**config.mk**
```make
export PLATFORM = sky130hd
export DESIGN_NAME = utf8_to_utf16_unit_counter_unit
export DESIGN_NICKNAME = d
export VERILOG_FILES = /design/src/rtl/ucnt_pkg.sv /design/src/rtl/utf8_to_utf16_unit_counter_unit.sv /design/src/rtl/ucnt_front.sv /design/src/rtl/ucnt_fifo.sv /design/src/rtl/ucnt_back.sv
export SDC_FILE = /design/constraint.sdc
export NUM_CORES = 1
export LEC_CHECK = 0
export BUFFER_PORTS_ARGS = -buffer_cell sky130_fd_sc_hd__buf_2
export CAP_MARGIN = 20
export CORE_UTILIZATION = 30
export CTS_CLUSTER_DIAMETER = 30
export DETAILED_ROUTE_END_ITERATION = 8
export SYNTH_ARGS = -nofsm -noshare
export SYNTH_HDL_FRONTEND = slang
export SYNTH_SLANG_ARGS = --single-unit
```
**constraint.sdc**
```tcl
create_clock -name clk_i -period 9.4 [get_ports clk_i]
set_input_delay 0.94 -clock clk_i [delete_from_list [all_inputs] [get_ports clk_i]]
set_output_delay 0.94 -clock clk_i [all_outputs]
set_load 0.005 [all_outputs]
```
**src/rtl/ucnt_pkg.sv**
```systemverilog
// ----------------------------------------------------------------------------
// ucnt_pkg
// Shared types and constants for the utf-8 to utf-16 unit counter
// ----------------------------------------------------------------------------
package ucnt_pkg;

  localparam int unsigned DataW       = 8;
  localparam int unsigned TotalW      = 32;
  localparam int unsigned UnitsW      = 3;
  localparam int unsigned NeedW       = 2;
  localparam int unsigned CountWidth  = 32;
  localparam int unsigned QueueDepth  = 2;

  // byte class masks and patterns
  localparam logic [DataW-1:0] ContMask  = 8'hC0;
  localparam logic [DataW-1:0] ContPat   = 8'h80;
  localparam logic [DataW-1:0] Lead2Mask = 8'hE0;
  localparam logic [DataW-1:0] Lead2Pat  = 8'hC0;
  localparam logic [DataW-1:0] Lead3Mask = 8'hF0;
  localparam logic [DataW-1:0] Lead3Pat  = 8'hE0;
  localparam logic [DataW-1:0] Lead4Mask = 8'hF8;
  localparam logic [DataW-1:0] Lead4Pat  = 8'hF0;
  localparam logic [DataW-1:0] OvlMask   = 8'h1E;

  // work handed from the classifier to the accumulator
  typedef struct packed {
    logic [UnitsW-1:0] units;  // code units to add for this item
    logic              last;   // close the string after adding
  } ucnt_tok_t;

endpackage

```
**src/rtl/utf8_to_utf16_unit_counter_unit.sv**
```systemverilog
// ----------------------------------------------------------------------------
// utf8_to_utf16_unit_counter_unit
// Counts the utf-16 code units a utf-8 byte stream would need
// ----------------------------------------------------------------------------
// usage:
//   bytes enter on s_axis, one item per cycle while ready. tuser high means
//   tdata holds a byte; tuser low with tlast high closes a string without a
//   byte (an empty string or a bare end marker). tlast marks the end.
//   one item per string, the total, leaves on m_axis after the tlast item.
// throughput: one input item per cycle while s_axis_tready is high. the
//   classifier updates the open-sequence state and the accumulator adds to
//   the count once per item, so neither side loops.
// output: the closing item passes through the classifier-to-accumulator
//   queue, then its total is held in the output register.
// stalls: while a total waits unread, further bytes keep flowing into the
//   queue and the count of the next string; only the next closing item
//   waits, and once the queue fills, s_axis_tready drops.
// reset: clears the sequence state, the count, the queue and m_axis_tvalid.
// ----------------------------------------------------------------------------
module utf8_to_utf16_unit_counter_unit #(
  parameter int unsigned COUNT_WIDTH = ucnt_pkg::CountWidth,
  parameter int unsigned QUEUE_DEPTH = ucnt_pkg::QueueDepth
) (
  input  logic                          clk_i,
  input  logic                          rst_ni,
  input  logic                          s_axis_tvalid,
  output logic                          s_axis_tready,
  input  logic [ucnt_pkg::DataW-1:0]    s_axis_tdata,   // [7:0] data_byte
  input  logic                          s_axis_tuser,   // [0] byte_present
  input  logic                          s_axis_tlast,   // last_byte
  output logic                          m_axis_tvalid,
  input  logic                          m_axis_tready,
  output logic [ucnt_pkg::TotalW-1:0]   m_axis_tdata    // [31:0] unit_total
);
  import ucnt_pkg::*;

  logic      in_accept;
  logic      q_full;
  logic      q_valid;
  logic      q_pop;
  ucnt_tok_t front_tok;
  ucnt_tok_t q_tok;

  assign s_axis_tready = !q_full;
  assign in_accept     = s_axis_tvalid && s_axis_tready;

  ucnt_front u_front (
    .clk_i          (clk_i),
    .rst_ni         (rst_ni),
    .accept_i       (in_accept),
    .data_byte_i    (s_axis_tdata),
    .byte_present_i (s_axis_tuser),
    .last_byte_i    (s_axis_tlast),
    .tok_o          (front_tok)
  );

  ucnt_fifo #(
    .DEPTH (QUEUE_DEPTH)
  ) u_fifo (
    .clk_i       (clk_i),
    .rst_ni      (rst_ni),
    .push_i      (in_accept),
    .push_data_i (front_tok),
    .full_o      (q_full),
    .pop_i       (q_pop),
    .valid_o     (q_valid),
    .pop_data_o  (q_tok)
  );

  ucnt_back #(
    .COUNT_WIDTH (COUNT_WIDTH)
  ) u_back (
    .clk_i        (clk_i),
    .rst_ni       (rst_ni),
    .tok_valid_i  (q_valid),
    .tok_i        (q_tok),
    .tok_pop_o    (q_pop),
    .out_valid_o  (m_axis_tvalid),
    .out_ready_i  (m_axis_tready),
    .unit_total_o (m_axis_tdata)
  );

endmodule

```
**src/rtl/ucnt_front.sv**
```systemverilog
// ----------------------------------------------------------------------------
// ucnt_front
// Byte classifier: tracks the open utf-8 sequence, emits unit increments
// ----------------------------------------------------------------------------
module ucnt_front (
  input  logic                         clk_i,
  input  logic                         rst_ni,
  input  logic                         accept_i,
  input  logic [ucnt_pkg::DataW-1:0]   data_byte_i,
  input  logic                         byte_present_i,
  input  logic                         last_byte_i,
  output ucnt_pkg::ucnt_tok_t          tok_o
);
  import ucnt_pkg::*;

  logic [NeedW-1:0] need_q, need_d;
  logic [NeedW-1:0] gath_q, gath_d;
  logic             ovl_q, ovl_d;
  logic             four_q, four_d;

  always_comb begin
    logic [NeedW-1:0]  need_n;
    logic [NeedW-1:0]  gath_n;
    logic              ovl_n;
    logic              four_n;
    logic [UnitsW-1:0] units;

    need_n = need_q;
    gath_n = gath_q;
    ovl_n  = ovl_q;
    four_n = four_q;
    units  = '0;

    if (byte_present_i) begin
      if ((need_q != '0) && ((data_byte_i & ContMask) == ContPat)) begin
        gath_n = gath_q + NeedW'(1);
        need_n = need_q - NeedW'(1);
        if (need_q == NeedW'(1)) begin
          units  = (four_q || ovl_q) ? UnitsW'(2) : UnitsW'(1);
          need_n = '0;
          gath_n = '0;
          ovl_n  = 1'b0;
          four_n = 1'b0;
        end
      end else begin
        // broken sequence: gathered bytes count one each, then classify afresh
        if (need_q != '0) begin
          units  = UnitsW'(gath_q);
          need_n = '0;
          gath_n = '0;
          ovl_n  = 1'b0;
          four_n = 1'b0;
        end
        priority if (data_byte_i < ContPat) begin
          units = units + UnitsW'(1);
        end else if ((data_byte_i & Lead2Mask) == Lead2Pat) begin
          need_n = NeedW'(1);
          gath_n = NeedW'(1);
          ovl_n  = (data_byte_i & OvlMask) == '0;
        end else if ((data_byte_i & Lead3Mask) == Lead3Pat) begin
          need_n = NeedW'(2);
          gath_n = NeedW'(1);
        end else if ((data_byte_i & Lead4Mask) == Lead4Pat) begin
          need_n = NeedW'(3);
          gath_n = NeedW'(1);
          four_n = 1'b1;
        end else begin
          units = units + UnitsW'(1);
        end
      end
    end

    // end of string flushes whatever is still open
    if (last_byte_i) begin
      units  = units + UnitsW'(gath_n);
      need_n = '0;
      gath_n = '0;
      ovl_n  = 1'b0;
      four_n = 1'b0;
    end

    need_d = need_n;
    gath_d = gath_n;
    ovl_d  = ovl_n;
    four_d = four_n;
    tok_o.units = units;
    tok_o.last  = last_byte_i;
  end

  always_ff @(posedge clk_i or negedge rst_ni) begin
    if (!rst_ni) begin
      need_q <= '0;
      gath_q <= '0;
      ovl_q  <= 1'b0;
      four_q <= 1'b0;
    end else if (accept_i) begin
      need_q <= need_d;
      gath_q <= gath_d;
      ovl_q  <= ovl_d;
      four_q <= four_d;
    end
  end

  a_last_clears: assert property (@(posedge clk_i) disable iff (!rst_ni)
    accept_i && last_byte_i |=> need_q == '0 && gath_q == '0)
    else $error("sequence state not cleared at end of string");

  a_idle_clean: assert property (@(posedge clk_i) disable iff (!rst_ni)
    need_q == '0 |-> gath_q == '0 && !ovl_q && !four_q)
    else $error("stale sequence state with nothing open");

  a_four_count: assert property (@(posedge clk_i) disable iff (!rst_ni)
    four_q |-> (3'(need_q) + 3'(gath_q)) == 3'd4 && !ovl_q)
    else $error("four-byte sequence bookkeeping broken");

endmodule

```
**src/rtl/ucnt_fifo.sv**
```systemverilog
// ----------------------------------------------------------------------------
// ucnt_fifo
// Small queue between classifier and accumulator
// ----------------------------------------------------------------------------
module ucnt_fifo #(
  parameter int unsigned DEPTH = ucnt_pkg::QueueDepth
) (
  input  logic                 clk_i,
  input  logic                 rst_ni,
  input  logic                 push_i,
  input  ucnt_pkg::ucnt_tok_t  push_data_i,
  output logic                 full_o,
  input  logic                 pop_i,
  output logic                 valid_o,
  output ucnt_pkg::ucnt_tok_t  pop_data_o
);
  import ucnt_pkg::*;

  localparam int unsigned PtrW = (DEPTH > 1) ? $clog2(DEPTH) : 1;
  localparam int unsigned CntW = $clog2(DEPTH + 1);
  localparam logic [PtrW-1:0] LastPtr = PtrW'(DEPTH - 1);
  localparam logic [CntW-1:0] FullCnt = CntW'(DEPTH);

  ucnt_tok_t        mem_q [DEPTH];
  logic [PtrW-1:0]  wr_ptr_q, wr_ptr_d;
  logic [PtrW-1:0]  rd_ptr_q, rd_ptr_d;
  logic [CntW-1:0]  cnt_q, cnt_d;
  logic             do_push, do_pop;

  assign full_o     = cnt_q == FullCnt;
  assign valid_o    = cnt_q != '0;
  assign pop_data_o = mem_q[rd_ptr_q];
  assign do_push    = push_i && !full_o;
  assign do_pop     = pop_i && valid_o;

  always_comb begin
    wr_ptr_d = wr_ptr_q;
    rd_ptr_d = rd_ptr_q;
    cnt_d    = cnt_q;
    if (do_push) begin
      wr_ptr_d = (wr_ptr_q == LastPtr) ? '0 : wr_ptr_q + PtrW'(1);
    end
    if (do_pop) begin
      rd_ptr_d = (rd_ptr_q == LastPtr) ? '0 : rd_ptr_q + PtrW'(1);
    end
    if (do_push && !do_pop) begin
      cnt_d = cnt_q + CntW'(1);
    end else if (do_pop && !do_push) begin
      cnt_d = cnt_q - CntW'(1);
    end
  end

  always_ff @(posedge clk_i or negedge rst_ni) begin
    if (!rst_ni) begin
      wr_ptr_q <= '0;
      rd_ptr_q <= '0;
      cnt_q    <= '0;
    end else begin
      wr_ptr_q <= wr_ptr_d;
      rd_ptr_q <= rd_ptr_d;
      cnt_q    <= cnt_d;
    end
  end

  always_ff @(posedge clk_i) begin
    if (do_push) begin
      mem_q[wr_ptr_q] <= push_data_i;
    end
  end

endmodule

```
**src/rtl/ucnt_back.sv**
```systemverilog
// ----------------------------------------------------------------------------
// ucnt_back
// Accumulator: saturating unit count and registered total output
// ----------------------------------------------------------------------------
module ucnt_back #(
  parameter int unsigned COUNT_WIDTH = ucnt_pkg::CountWidth
) (
  input  logic                          clk_i,
  input  logic                          rst_ni,
  input  logic                          tok_valid_i,
  input  ucnt_pkg::ucnt_tok_t           tok_i,
  output logic                          tok_pop_o,
  output logic                          out_valid_o,
  input  logic                          out_ready_i,
  output logic [ucnt_pkg::TotalW-1:0]   unit_total_o
);
  import ucnt_pkg::*;

  logic [COUNT_WIDTH-1:0] run_q, run_d;
  logic [COUNT_WIDTH:0]   sum;
  logic [COUNT_WIDTH-1:0] sat;
  logic                   out_valid_q, out_valid_d;
  logic [TotalW-1:0]      total_q, total_d;

  assign sum = {1'b0, run_q} + (COUNT_WIDTH + 1)'(tok_i.units);
  assign sat = sum[COUNT_WIDTH] ? '1 : sum[COUNT_WIDTH-1:0];

  // a closing item waits only while the previous total is still unread
  assign tok_pop_o = tok_valid_i && (!tok_i.last || !out_valid_q || out_ready_i);

  always_comb begin
    run_d       = run_q;
    total_d     = total_q;
    out_valid_d = out_valid_q && !out_ready_i;
    if (tok_pop_o) begin
      if (tok_i.last) begin
        run_d       = '0;
        total_d     = TotalW'(sat);
        out_valid_d = 1'b1;
      end else begin
        run_d = sat;
      end
    end
  end

  always_ff @(posedge clk_i or negedge rst_ni) begin
    if (!rst_ni) begin
      run_q       <= '0;
      out_valid_q <= 1'b0;
    end else begin
      run_q       <= run_d;
      out_valid_q <= out_valid_d;
    end
  end

  always_ff @(posedge clk_i) begin
    total_q <= total_d;
  end

  assign out_valid_o  = out_valid_q;
  assign unit_total_o = total_q;

  a_close_resets: assert property (@(posedge clk_i) disable iff (!rst_ni)
    tok_pop_o && tok_i.last |=> run_q == '0 && out_valid_q)
    else $error("count not restarted after end of string");

  a_monotone: assert property (@(posedge clk_i) disable iff (!rst_ni)
    tok_pop_o && !tok_i.last |=> run_q >= $past(run_q))
    else $error("running count went down");

  a_no_overwrite: assert property (@(posedge clk_i) disable iff (!rst_ni)
    out_valid_q && !out_ready_i && tok_valid_i && tok_i.last |-> !tok_pop_o)
    else $error("pending total overwritten");

endmodule
```
==> results.toml, run 1 <==
[run_status]
status = "finished, violations left"
violations = "design-rule violations"

[setup_path]
arrival_ps = 3580
worst-path-max-fanout = 35
start_kind = "input pin"
worstPathRequired_ps = 9360
path_class = "input pin to register"
crit_path_end_kind = "register"
r2r_slack_ps = 5790

[synth]
synth_edf_count = 40
synth_commonest_cells = "nand2_1, dfrtp_1, edfxtp_1"
synth_top_family_by_area = "simple AND/OR/NAND/NOR gates"
async_reset_ff_share_pct = 51.8
synth_area_leader_cell = "edfxtp_1"
synthAdderAreaFrac_pct = 3.09
synthCells = 453
ys_top_cells_by_area = "edfxtp_1, dfrtp_1, nand2_1, o21ai_0, a21oi_1"
synth_compound_area_share_pct = 15.6
synthXorXnorAreaFrac_pct = 4.82
syn-num-nets = 477
synth.top_cell.area_share_pct = 26.5
synth.avg_cell_area_um2 = 10.0
synth_flop_cell = "dfrtp_1"
synth.most_common_cell = "nand2_1"
synth_simple_gate_area_share_pct = 20.8
synth_mux_area_share_pct = 2.09
yosys_warnings = 0
synth-seq-area-share_pct = 50.2
ys_ff_latch = 83
netlist_area_um2 = 4540
synth_cell_types = 57

[finish]
finalNetCount = 513
stdcell_area_um2 = 5310
fin_util_pct = 36.2
syn_to_final_growth_pct = 16.9
drive_gt1_share_pct = 17.6
num_antenna_cells = 0
fillers = 1457

[route]
drt_iter0_drc = 323
drt_wl_total_um = 10300
vias = 3628
via_per_inst = 5.35
remaining_drc_errors = 10
wire_per_inst_um = 15.1
antenna_left = 0
first_pass_iters = 7

[flow_run]
cap_violations = 0

[sta]
post-route-worst-setup-slack_ps = 5780
slew_violations = 0
setup_viol = 0
finalClockSkew_ps = 5.72
worst_pin_slew_ps = 1040
relSlewSlack_pct = 30.8
grt_setup_unrepaired = "false"
fin_crit_ps = 3620
period_share_pct = 38.5
setup_tns_ps = 0
hold_viol = 0
fmax_ghz = 0.276

[grt]
grt_pass1_wl_um = 16700
grt-ovfl-total = 0
grt_usage_pct = 13.4
antenna_found_initial = 0
grt_pass1_vias = 3433
grt_start_max_net_pins = 44

[power_and_ir_drop]
pwr_density_cell_nw_per_um2 = 273
ir_drop_v = 0.000130
leakagePower_nw = 2.21

[clock_tree]
htreeDepth = 3
cts.path.max_buffers = 2
cts_tree = "done"
insertion_delay_ps = 340
cts_setup_buffers = 0
clock-sinks = 83
clk_pin_slew_ps = 60
cts_repair_resize_count = 0
clockRootBuffer = "clkbuf_16"
cts_inserted_buffers = 9
cts_hold_buf = 0

[floorplan]
die_w_um = 125
die_area_um2 = 15600
io_pins = 48
rows = 44
chipHeight_um = 125
initial_core_util_pct = 31.0
coreArea_um2 = 14600

[place]
placed_cell_area_um2 = 4910
io_buffers = 46
gp_congestion = 0.875
dpl_worst_slack_ps = 5430
hpwlAfterDp_um = 6820

[hold_path]
hold_path.class = "input pin to async pin"
[through the flow]
step | instances | hold slack [ps] | power, W
2_1_floorplan | 453 | 461 | 0.000858
3_3_place_gp | 660 | 482 | 0.00102
3_5_place_dp | 660 | 501 | 0.00103
4_1_cts | 676 | 510 | 0.00146
5_1_grt | 678 | 482 | 0.00153
6_report | 678 | 482 | 0.00145
[sequential cells by signal, summed over array words and instances, names as in the netlist]
name / cells
u_fifo.rd_ptr_q: 1
u_front.ovl_q: 1
u_back.run_q: 32
u_back.unit_total_o: 32
u_fifo.mem_q: 8
u_front.four_q: 1
u_fifo.wr_ptr_q: 1
u_front.gath_q: 2
u_fifo.cnt_q: 2
u_back.out_valid_o: 1
u_front.need_q: 2
[layout make-up]
| cell class | instances | area [um2] | area share (%) |
|---|---|---|---|
| flip-flops and latches | 83 | 2280 | 42.9 |
| multi-input cells | 334 | 2120 | 39.9 |
| repair buffers | 50 | 277 | 5.21 |
| well taps | 184 | 230 | 4.34 |
| clock buffers | 9 | 225 | 4.24 |
| clock inverters | 7 | 140 | 2.64 |
| inverters | 11 | 41.3 | 0.778 |
[path summary, 6_finish.rpt]
| check | from | to | depth (start not counted) |
|---|---|---|---|
| setup / recovery | m_axis_tready | u_back.unit_total_o[10] | 5 |
| hold / removal | rst_ni | u_back.run_q[16] | 1 |
| setup reg to reg | u_fifo.rd_ptr_q | u_back.unit_total_o[10] | 4 |
| hold reg to reg | u_fifo.wr_ptr_q | u_fifo.wr_ptr_q | 1 |
| max in group asynchronous | rst_ni | u_back.run_q[19] | 2 |
| min in group clk_i | u_fifo.wr_ptr_q | u_fifo.wr_ptr_q | 1 |
[metal layers]
metal,part of all wire (%),GRT usage (%)
met1,44,17.0
met5,0,0
met2,47,22.0
met3,6.2,2.82
met4,2.0,5.81
[power breakdown]
group	leakage [nW]	internal, W	switching (W)
Clock	0.172	0.000286	0.000146
Sequential	0.979	0.000521	0.0000456
Combinational	1.06	0.000166	0.000284
[placed cells by master (no fill, tap or decap), types with 10 or more instances in the layout]
cell type  count
edfxtp_1      40
buf_2         46
xor2_1        13
a31oi_1       14
nand3_1       23
dfrtp_1       43
a21oi_1       28
nand2_1       57
nand4_1       19
inv_1         10
o21ai_0       37
nor2_1        15
a22o_1        10
xnor2_1       12
[worst max-delay path, stage by stage]
cell and delay (ps):
buf_2 80, nand2b_1 130, o22a_1 450, clkinv_1 850
nor2_4 1100
[kinds of logic (layout without fill, tap and decap cells)]
kind of cell	after synthesis	count (layout)
fa+ha+maj	10	10
buf+inv	36	77
compound gates	116	116
flops	83	83
mux	9	9
simple gates	174	174
xor+xnor	25	25
Note: power is estimated with default switching activity, not from simulation.
==> run 2: changes to the inputs <==
ABC_AREA = 1   (was unset)
clock period = 3.67 ns   (was 9.4 ns; I/O delays follow)
==> results.toml, run 2 <==
[run_status]
status = "finished, violations left"
violations = "design-rule violations"

[setup_path]
r2r_start = "u_front.need_q[0]"
worst-path-max-fanout = 7
ff2ff_path_depth = 10
crit_path_end_kind = "register"
worstPathRequired_ps = 3830
r2r-end = "u_fifo.mem_q[0][2]"
r2r_slack_ps = 940
arrival_ps = 2900
start_kind = "register"
path_class = "register to register"

[synth]
synth_area_leader_cell = "edfxtp_1"
synth_flop_cell = "dfrtp_1"
synthCells = 575
synth_commonest_cells = "nand2_1, nor2_1, inv_1"
syn-num-nets = 599
synth.avg_cell_area_um2 = 8.08
yosys_warnings = 0
synth-seq-area-share_pct = 49.0
netlist_area_um2 = 4650
synth_cell_types = 36
synth.most_common_cell = "nand2_1"
async_reset_ff_share_pct = 51.8
synth.top_cell.area_share_pct = 25.9
ys_ff_latch = 83
synth_edf_count = 40
ys_top_cells_by_area = "edfxtp_1, dfrtp_1, nand2_1, nor2_1, inv_1"

[sta]
setup_viol = 0
relSlewSlack_pct = 58.2
setup_tns_ps = 0
period_share_pct = 74.5
slew_violations = 0
fmax_ghz = 0.366
finalClockSkew_ps = 7.13
worst_pin_slew_ps = 625
fin_crit_ps = 2730
grt_setup_unrepaired = "false"
post-route-worst-setup-slack_ps = 937
hold_viol = 0

[place]
gp_congestion = 0.847
dpl_worst_slack_ps = 965
hpwlAfterDp_um = 7550
io_buffers = 46
placed_cell_area_um2 = 5080

[finish]
fin_util_pct = 35.8
num_antenna_cells = 0
syn_to_final_growth_pct = 16.6
final_cell_mix = "nand2_1, nor2_1, inv_1, buf_2, dfrtp_1"
stdcell_area_um2 = 5420
finalNetCount = 652
fillers = 1567
drive_gt1_share_pct = 16.0
final_common_cell = "nand2_1"

[hold_path]
hold_path.class = "input pin to async pin"

[floorplan]
die_area_um2 = 16000
io_pins = 48
initial_core_util_pct = 30.7
die_w_um = 126
rows = 45
coreArea_um2 = 15100
chipHeight_um = 126

[grt]
grt_pass1_wl_um = 17300
grt_pass1_vias = 3537
grt_usage_pct = 14.0
antenna_found_initial = 0
grt_start_max_net_pins = 44
grt-ovfl-total = 0

[route]
wire_per_inst_um = 12.5
drt_iter0_drc = 246
drt_wl_total_um = 10300
first_pass_iters = 6
vias = 3701
remaining_drc_errors = 2
via_per_inst = 4.51
antenna_left = 0

[clock_tree]
insertion_delay_ps = 340
cts_tree = "done"
cts_inserted_buffers = 9
cts.path.max_buffers = 2
clockRootBuffer = "clkbuf_16"
cts_hold_buf = 0
htreeDepth = 3
clock-sinks = 83
clk_pin_slew_ps = 60
cts_setup_buffers = 0
cts_repair_resize_count = 0

[flow_run]
cap_violations = 0

[power_and_ir_drop]
pwr_density_cell_nw_per_um2 = 612
ir_drop_v = 0.000281
leakagePower_nw = 2.57
run 2: changes by cell type in the layout (fill, tap and decap cells not counted), sizes merged, moves of 12 or more:
cell / previous run / this run
inv: 10 / 65
a31oi: 14 / 2
o21ai: 39 / 27
nand2: 58 / 233
nor2: 17 / 66
a21oi: 28 / 4
nand4: 20 / 6
nand3: 25 / 38
run 2: power by group:
part / switching [W] / leakage [nW] / internal (W)
logic: 0.000703 / 1.46 / 0.000367
registers: 0.0000855 / 0.972 / 0.00128
clock network: 0.000348 / 0.138 / 0.000526
total: 0.00114 / 2.57 / 0.00218
run 2: stage by stage:
step,power (W),hold slack (ps),instances
final,0.00331,8.99,821
after global routing,0.00355,38.4,821
after CTS,0.00331,250,819
after detailed placement,0.00243,464,803
after global placement,0.00240,460,803
after floorplan,0.00204,71.4,575
run 2: final cells by class:
type	count	area [um2]	share of cell area, %
Multi-Input combinational cell	419	2080	38.4
Tap cell	188	235	4.34
Timing Repair Buffer	50	300	5.55
Inverter	65	244	4.51
Clock buffer	13	240	4.44
Sequential cell	83	2280	42.1
Clock inverter	3	40.0	0.739
run 2: how the worst max path moves through the flow:
stage / slack (ps) / to / cells after the start / startpoint
2_1_floorplan: 1370 / u_fifo.mem_q[0][2] / 10 / u_front.need_q[0]
3_3_place_gp: 1000 / u_back.run_q[5] / 13 / u_fifo.rd_ptr_q
3_5_place_dp: 970 / u_fifo.mem_q[0][2] / 10 / u_front.need_q[0]
4_1_cts: 930 / u_fifo.mem_q[1][2] / 10 / u_front.need_q[0]
5_1_grt: 690 / u_fifo.mem_q[1][2] / 10 / u_front.need_q[0]
6_report: 940 / u_fifo.mem_q[0][2] / 10 / u_front.need_q[0]
run 2: per-layer routing:
metal | routed length [um] | vias to the layer above | track usage [%]
li1 | - | 1932 | -
met1 | 4900 | 1680 | 18.1
met2 | 4680 | 77 | 23.0
met3 | 520 | 12 | 2.61
met4 | 184 | 0 | 5.53
met5 | 0 | - | 0
run 2: cell families after synthesis:
family	synth area share [%]
adders and majority gates	3.02
DFF	49.0
AOI/OAI and AO/OA	4.09
and+or+nand+nor	35.1
buffers and inverters	6.33
xor gates and xnor gates	2.45
run 2: worst max-delay path, cell delays in order, from the launching register on:
cell	delay, ps
dfrtp_1	400
inv_1	80
ha_1	270
nor3_1	530
a21oi_1	120
o21ai_0	100
o21ai_0	160
ha_1	230
inv_1	60
fa_1	390
o21ai_0	220
